===== config.mk =====
export PLATFORM = sky130hd
export DESIGN_NAME = c3x3_lane
export DESIGN_NICKNAME = d
export VERILOG_FILES = /design/src/design/assert_macros.svh /design/src/design/c3x3_pkg.sv /design/src/design/c3x3_lane.sv
export SDC_FILE = /design/constraint.sdc
export NUM_CORES = 1
export LEC_CHECK = 0
export ABC_CLOCK_PERIOD_IN_PS = 24700
export BUFFER_PORTS_ARGS = -buffer_cell sky130_fd_sc_hd__buf_2
export CAP_MARGIN = 40
export CORE_UTILIZATION = 45
export DETAILED_ROUTE_END_ITERATION = 6
export PLACE_DENSITY = 0.74
export RECOVER_POWER = 100
export SLEW_MARGIN = 20
export SYNTH_ARGS = -nofsm -noshare
export SYNTH_HDL_FRONTEND = slang
export SYNTH_SLANG_ARGS = --single-unit

===== constraint.sdc =====
create_clock -name vclk -period 24.7
set_input_delay 1.235 -clock vclk [all_inputs]
set_output_delay 1.235 -clock vclk [all_outputs]
set_load 0.01 [all_outputs]

===== src/design/assert_macros.svh =====
`ifndef ASSERT_MACROS_SVH
`define ASSERT_MACROS_SVH

// check that holds in the same cycle as its trigger
`define ASSERT_IMPLIES(name, ante, cons) \
  name: assert property (@(posedge clk_i) disable iff (!rst_ni) (ante) |-> (cons)) \
    else $error("assertion failed");

// check that holds in the cycle after its trigger
`define ASSERT_NEXT(name, ante, cons) \
  name: assert property (@(posedge clk_i) disable iff (!rst_ni) (ante) |=> (cons)) \
    else $error("assertion failed");

`endif


===== src/design/c3x3_pkg.sv =====
`default_nettype none

package c3x3_pkg;

  // default sizing
  localparam int unsigned DefMaxWidth  = 1024;
  localparam int unsigned DefMaxHeight = 1024;
  localparam int unsigned DefLanes     = 4;

  // fixed field widths
  localparam int unsigned SampleW  = 8;
  localparam int unsigned PortLanes = 4;
  localparam int unsigned WinTaps  = 9;
  localparam int unsigned KernelW  = 3;
  localparam int unsigned DimW     = 11;
  localparam int unsigned CountW   = 3;
  localparam int unsigned CoordW   = 10;
  localparam int unsigned CfgIdxW  = 2;
  localparam int unsigned CfgDataW = 11;

  // coefficient arithmetic
  localparam int unsigned FracW      = 16;
  localparam int unsigned GaussShift = 4;
  localparam int unsigned BoxRecipW  = 13;
  localparam logic [BoxRecipW-1:0] BoxRecip = 13'd7282;

  // result queue
  localparam int unsigned FifoDepth = 4;

  typedef enum logic [KernelW-1:0] {
    K_EDGE     = 3'd0,
    K_SHARPEN  = 3'd1,
    K_BOX      = 3'd2,
    K_GAUSS    = 3'd3,
    K_EMBOSS   = 3'd4,
    K_IDENTITY = 3'd5
  } kernel_e;

  // configuration register indexes
  localparam logic [CfgIdxW-1:0] CFG_KERNEL_SELECT = 2'd0;
  localparam logic [CfgIdxW-1:0] CFG_IMAGE_WIDTH   = 2'd1;
  localparam logic [CfgIdxW-1:0] CFG_IMAGE_HEIGHT  = 2'd2;
  localparam logic [CfgIdxW-1:0] CFG_CHANNEL_COUNT = 2'd3;

  // register reset values
  localparam logic [DimW-1:0]   DimReset      = 11'd1024;
  localparam logic [CountW-1:0] ChannelsReset = 3'd4;

endpackage

`default_nettype wire


===== src/design/c3x3_lane.sv =====
`default_nettype none

module c3x3_lane import c3x3_pkg::*; (
  input  kernel_e                         kernel_i,
  input  logic [WinTaps-1:0][SampleW-1:0] win_i,
  output logic [SampleW-1:0]              value_o
);

  // wide enough for any weighted sum of nine samples
  localparam int unsigned AccW  = 13;
  localparam int unsigned ProdW = AccW + BoxRecipW;

  logic [AccW-1:0]  p [WinTaps];
  logic [AccW-1:0]  sum9;
  logic [AccW-1:0]  gsum;
  logic [ProdW-1:0] box_prod;
  logic [AccW-1:0]  acc;

  // zero-extend the taps
  always_comb begin
    for (int i = 0; i < WinTaps; i++) begin
      p[i] = AccW'(win_i[i]);
    end
  end

  // plain and gaussian-weighted sums
  assign sum9 = ((p[0] + p[1]) + (p[2] + p[3])) + ((p[4] + p[5]) + (p[6] + p[7])) + p[8];
  assign gsum = (p[0] + p[2] + p[6] + p[8]) + ((p[1] + p[3] + p[5] + p[7]) << 1)
              + (p[4] << 2);

  // box blur: multiply by the Q16 reciprocal of nine
  assign box_prod = ProdW'(sum9) * ProdW'(BoxRecip);

  // integer kernels wrap modulo 2^AccW, only the low byte is kept
  always_comb begin
    case (kernel_i)
      K_EDGE:    acc = (p[4] << 2) - p[1] - p[3] - p[5] - p[7];
      K_SHARPEN: acc = (p[4] << 2) + p[4] - p[1] - p[3] - p[5] - p[7];
      K_BOX:     acc = AccW'(box_prod[FracW +: SampleW]);
      K_GAUSS:   acc = AccW'(gsum[GaussShift +: SampleW]);
      K_EMBOSS:  acc = p[4] + p[5] + p[7] + (p[8] << 1) - (p[0] << 1) - p[1] - p[3];
      default:   acc = p[4];
    endcase
  end

  assign value_o = acc[SampleW-1:0];

endmodule

`default_nettype wire


==> summary.md <==
The origin of the worst min-delay path is win_i[39]. In this run the core area contains 49 standard-cell rows. For hold timing, the worst endpoint is value_o[7]. The run gives 1 as the number of antenna violations at the first check in global routing. The worst setup path is captured at an output pin. The synthesized-area fraction occupied by adder cells was 0.621; the detail-routed via count per cell was 5.07. The average instance in the mapped netlist occupies 9.24 sq um. After synthesis, the largest family of logic cells by area is adder cells. Based on the critical path, the design can be clocked at up to 0.0724 GHz. The fraction of layout cells with a size suffix above 1 was 0.0929. Count of final max-slew check failures: 0.

Summed over all layers, the routed wires come to 19,800 um. Most used cell along the critical path: fa_1. The number of placed instances, taps included, is 1,219. The final reports fail on design-rule violations. Data arrives at the worst endpoint at 12,580 ps. The synthesized netlist occupies a cell area of 8430 sq um. The number of setup buffers added after CTS is 0.

The number of I/O port buffers is 83. The largest stage delay on the critical path is 640 ps. The number of failing hold endpoints at the final stage is 0, and the die footprint is 19,300 sq um.

Counting every instance in the synthesized netlist gives 912. The final antenna-violating net count was 0. The simple-gate share of the synthesized area works out to 0.0582. For the total negative slack, the log shows 0 ps. The worst path meets setup with 10,890 ps of slack. After detailed routing, the average wire length per cell comes to 16.2 um.

Across the run, the number of max-cap violations was 0. The tools report the worst max-slew margin expressed relative to the limit as 0.469. The first global-routing pass estimated 32,800 um of wire. The run gives 1,220 as the count of non-filler cells in the finished layout.

The count of unique library cells instantiated by Yosys is 58. The parity-gate share of the synthesized area counting xor and xnor cells was 0.0799. The vertical extent of the die is 139 um, and the hold path depth is 4. The synthesized-area fraction occupied by ao, oa, aoi and oai cells is 0.113. After clock tree synthesis, the repair step resized 0 gates. The run finished, with violations left. The proportion of synthesized area in mux cells works out to 0.00238. Count of yosys warnings during synthesis: 0. The largest net degree at the start of global routing is 24, and the top fanout value on the critical path is 11. The initial standard-cell utilization of the core was 0.464. Before CTS, the worst setup slack after placement is 11,500 ps. The number of flip-flops and latches was 0.

The worst setup path is of the input port to output pin kind. The total vias in the final route is 6,181, and the final cycle utilization of the critical path is 0.559. The sum of overflow across all layers after global routing is 0. The total number of nets in the final design is 1,383. The logs give 0 sq um for the register area and 0.215 for the global-route usage over all layers.

Fraction of the yosys area taken by sequential cells: 0. For the pin with the worst max-slew slack, the measured transition is 791 ps. The first TritonRoute pass finished after 7 iterations.

Counting every net in the synthesized netlist gives 1,303. Setup violations remaining at the end of the flow were counted as 0. The worst setup path is launched from an input port. Detailed placement finished with a half-perimeter wire length of 18,700 um.

Routability-driven placement finished with a final weighted congestion of 0.886. Setup repair after global routing left no endpoint under its margin. Once placement finished, the instance area stood at 9110 sq um. Pin placement for this block handled 83 I/O pins.

The via count of the first global-routing pass was 6,562. In this run the worst hold path is classified as input port to output pin. The hold-fix buffer count after cts was 0; the count of clock-net buffers in the final layout was 0.

The floorplan step defined a core boundary enclosing 18,100 sq um. The critical path required time is 23,470 ps. The cell with the biggest individual delay on the critical path was xnor2_1. The die boundary width works out to 139 um. The violation count after the first detailed-route iteration is 256, and the total DRC errors in the routed layout is 4. The finished cells cover 9080 sq um. The clock period could shrink to 13,810 ps.

The layout-stage area growth over the synthesis result was 7.78%.
-- routing by layer --
metal | GRT usage | share of wire
met4 | 0.0322 | 0.017
met1 | 0.308 | 0.46
met3 | 0.0114 | 0.044
met5 | 0 | 0
met2 | 0.365 | 0.48
-- area by class of cell --
class,instances,area [sq um]
Multi-Input combinational cell,629,7340
Inverter,278,1040
Fill cell,1730,9060
Timing Repair Buffer,83,412
Antenna cell,1,2.50
Tap cell,229,287
-- cell usage after synthesis (2+ instances only) --
cell type,n,share of area
inv_1,278,0.12
fa_1,170,0.40
ha_1,146,0.22
xnor2_1,52,0.054
a21oi_1,38,0.023
nor2_1,28,0.012
xor2_1,23,0.024
nand2_1,22,0.0098
a21o_1,18,0.016
nand3_1,13,0.0077
o21bai_1,13,0.012
o21ai_0,11,0.0065
nor3_1,9,0.0053
o21ai_1,7,0.0042
nand2b_1,6,0.0045
nor2b_1,6,0.0045
clkbuf_1,5,0.0022
o21a_1,5,0.0045
a31oi_1,4,0.0030
and2_1,4,0.0030
o211ai_1,4,0.0036
or3_1,4,0.0030
o2111ai_1,3,0.0031
o22ai_1,3,0.0022
a2111oi_2,2,0.0036
a211oi_2,2,0.0030
a21oi_2,2,0.0021
mux2i_1,2,0.0024
o31a_1,2,0.0021
o41ai_2,2,0.0039
-- through the flow --
stage                     hold WS, ps   util
final                            2920  0.501
after global routing             2970  0.501
after CTS                        2930  0.502
after detailed placement         2930  0.502
after global placement           2920  0.502
after floorplan                  2620      -
-- worst max-delay path, delay by kind of cell --
family | cells | cell delay (ps)
AO/OA/AOI/OAI | 11 | 2420
buffers and inverters | 10 | 1060
XOR/XNOR | 3 | 1050
AND/OR/NAND/NOR | 5 | 750
adder cells (fa/ha/maj) | 14 | 6030
-- layout by cell type (no fill, tap or decap), types with 6 or more instances in the layout --
cell / n
nand2b_1: 6
a21oi_1: 38
nand2_1: 22
a21o_1: 18
fa_1: 170
nor2b_1: 6
xnor2_1: 53
o21bai_1: 13
o21ai_0: 11
xor2_1: 23
inv_1: 278
nor2_1: 28
o21ai_1: 7
buf_2: 80
ha_1: 146
nand3_1: 13
nor3_1: 9
-- how the worst max path moves through the flow --
stage                         start    endpoint  depth (start not counted)
after CTS                 win_i[32]  value_o[7]                         43
final                     win_i[32]  value_o[5]                         43
after global routing      win_i[32]  value_o[7]                         43
after floorplan           win_i[32]  value_o[7]                         41
after detailed placement  win_i[32]  value_o[7]                         43
after global placement    win_i[32]  value_o[7]                         43
-- cell families (layout without fill, tap and decap cells) --
kind of cell / after synthesis / count (layout)
mux: 2 / 2
other cells: 0 / 1
compound gates: 134 / 134
fa+ha+maj: 316 / 316
simple gates: 101 / 101
buf+inv: 283 / 361
xor+xnor: 76 / 76
Power is not shown: default switching activity piles up to over one toggle a cycle in this logic, so the estimate is an artifact.
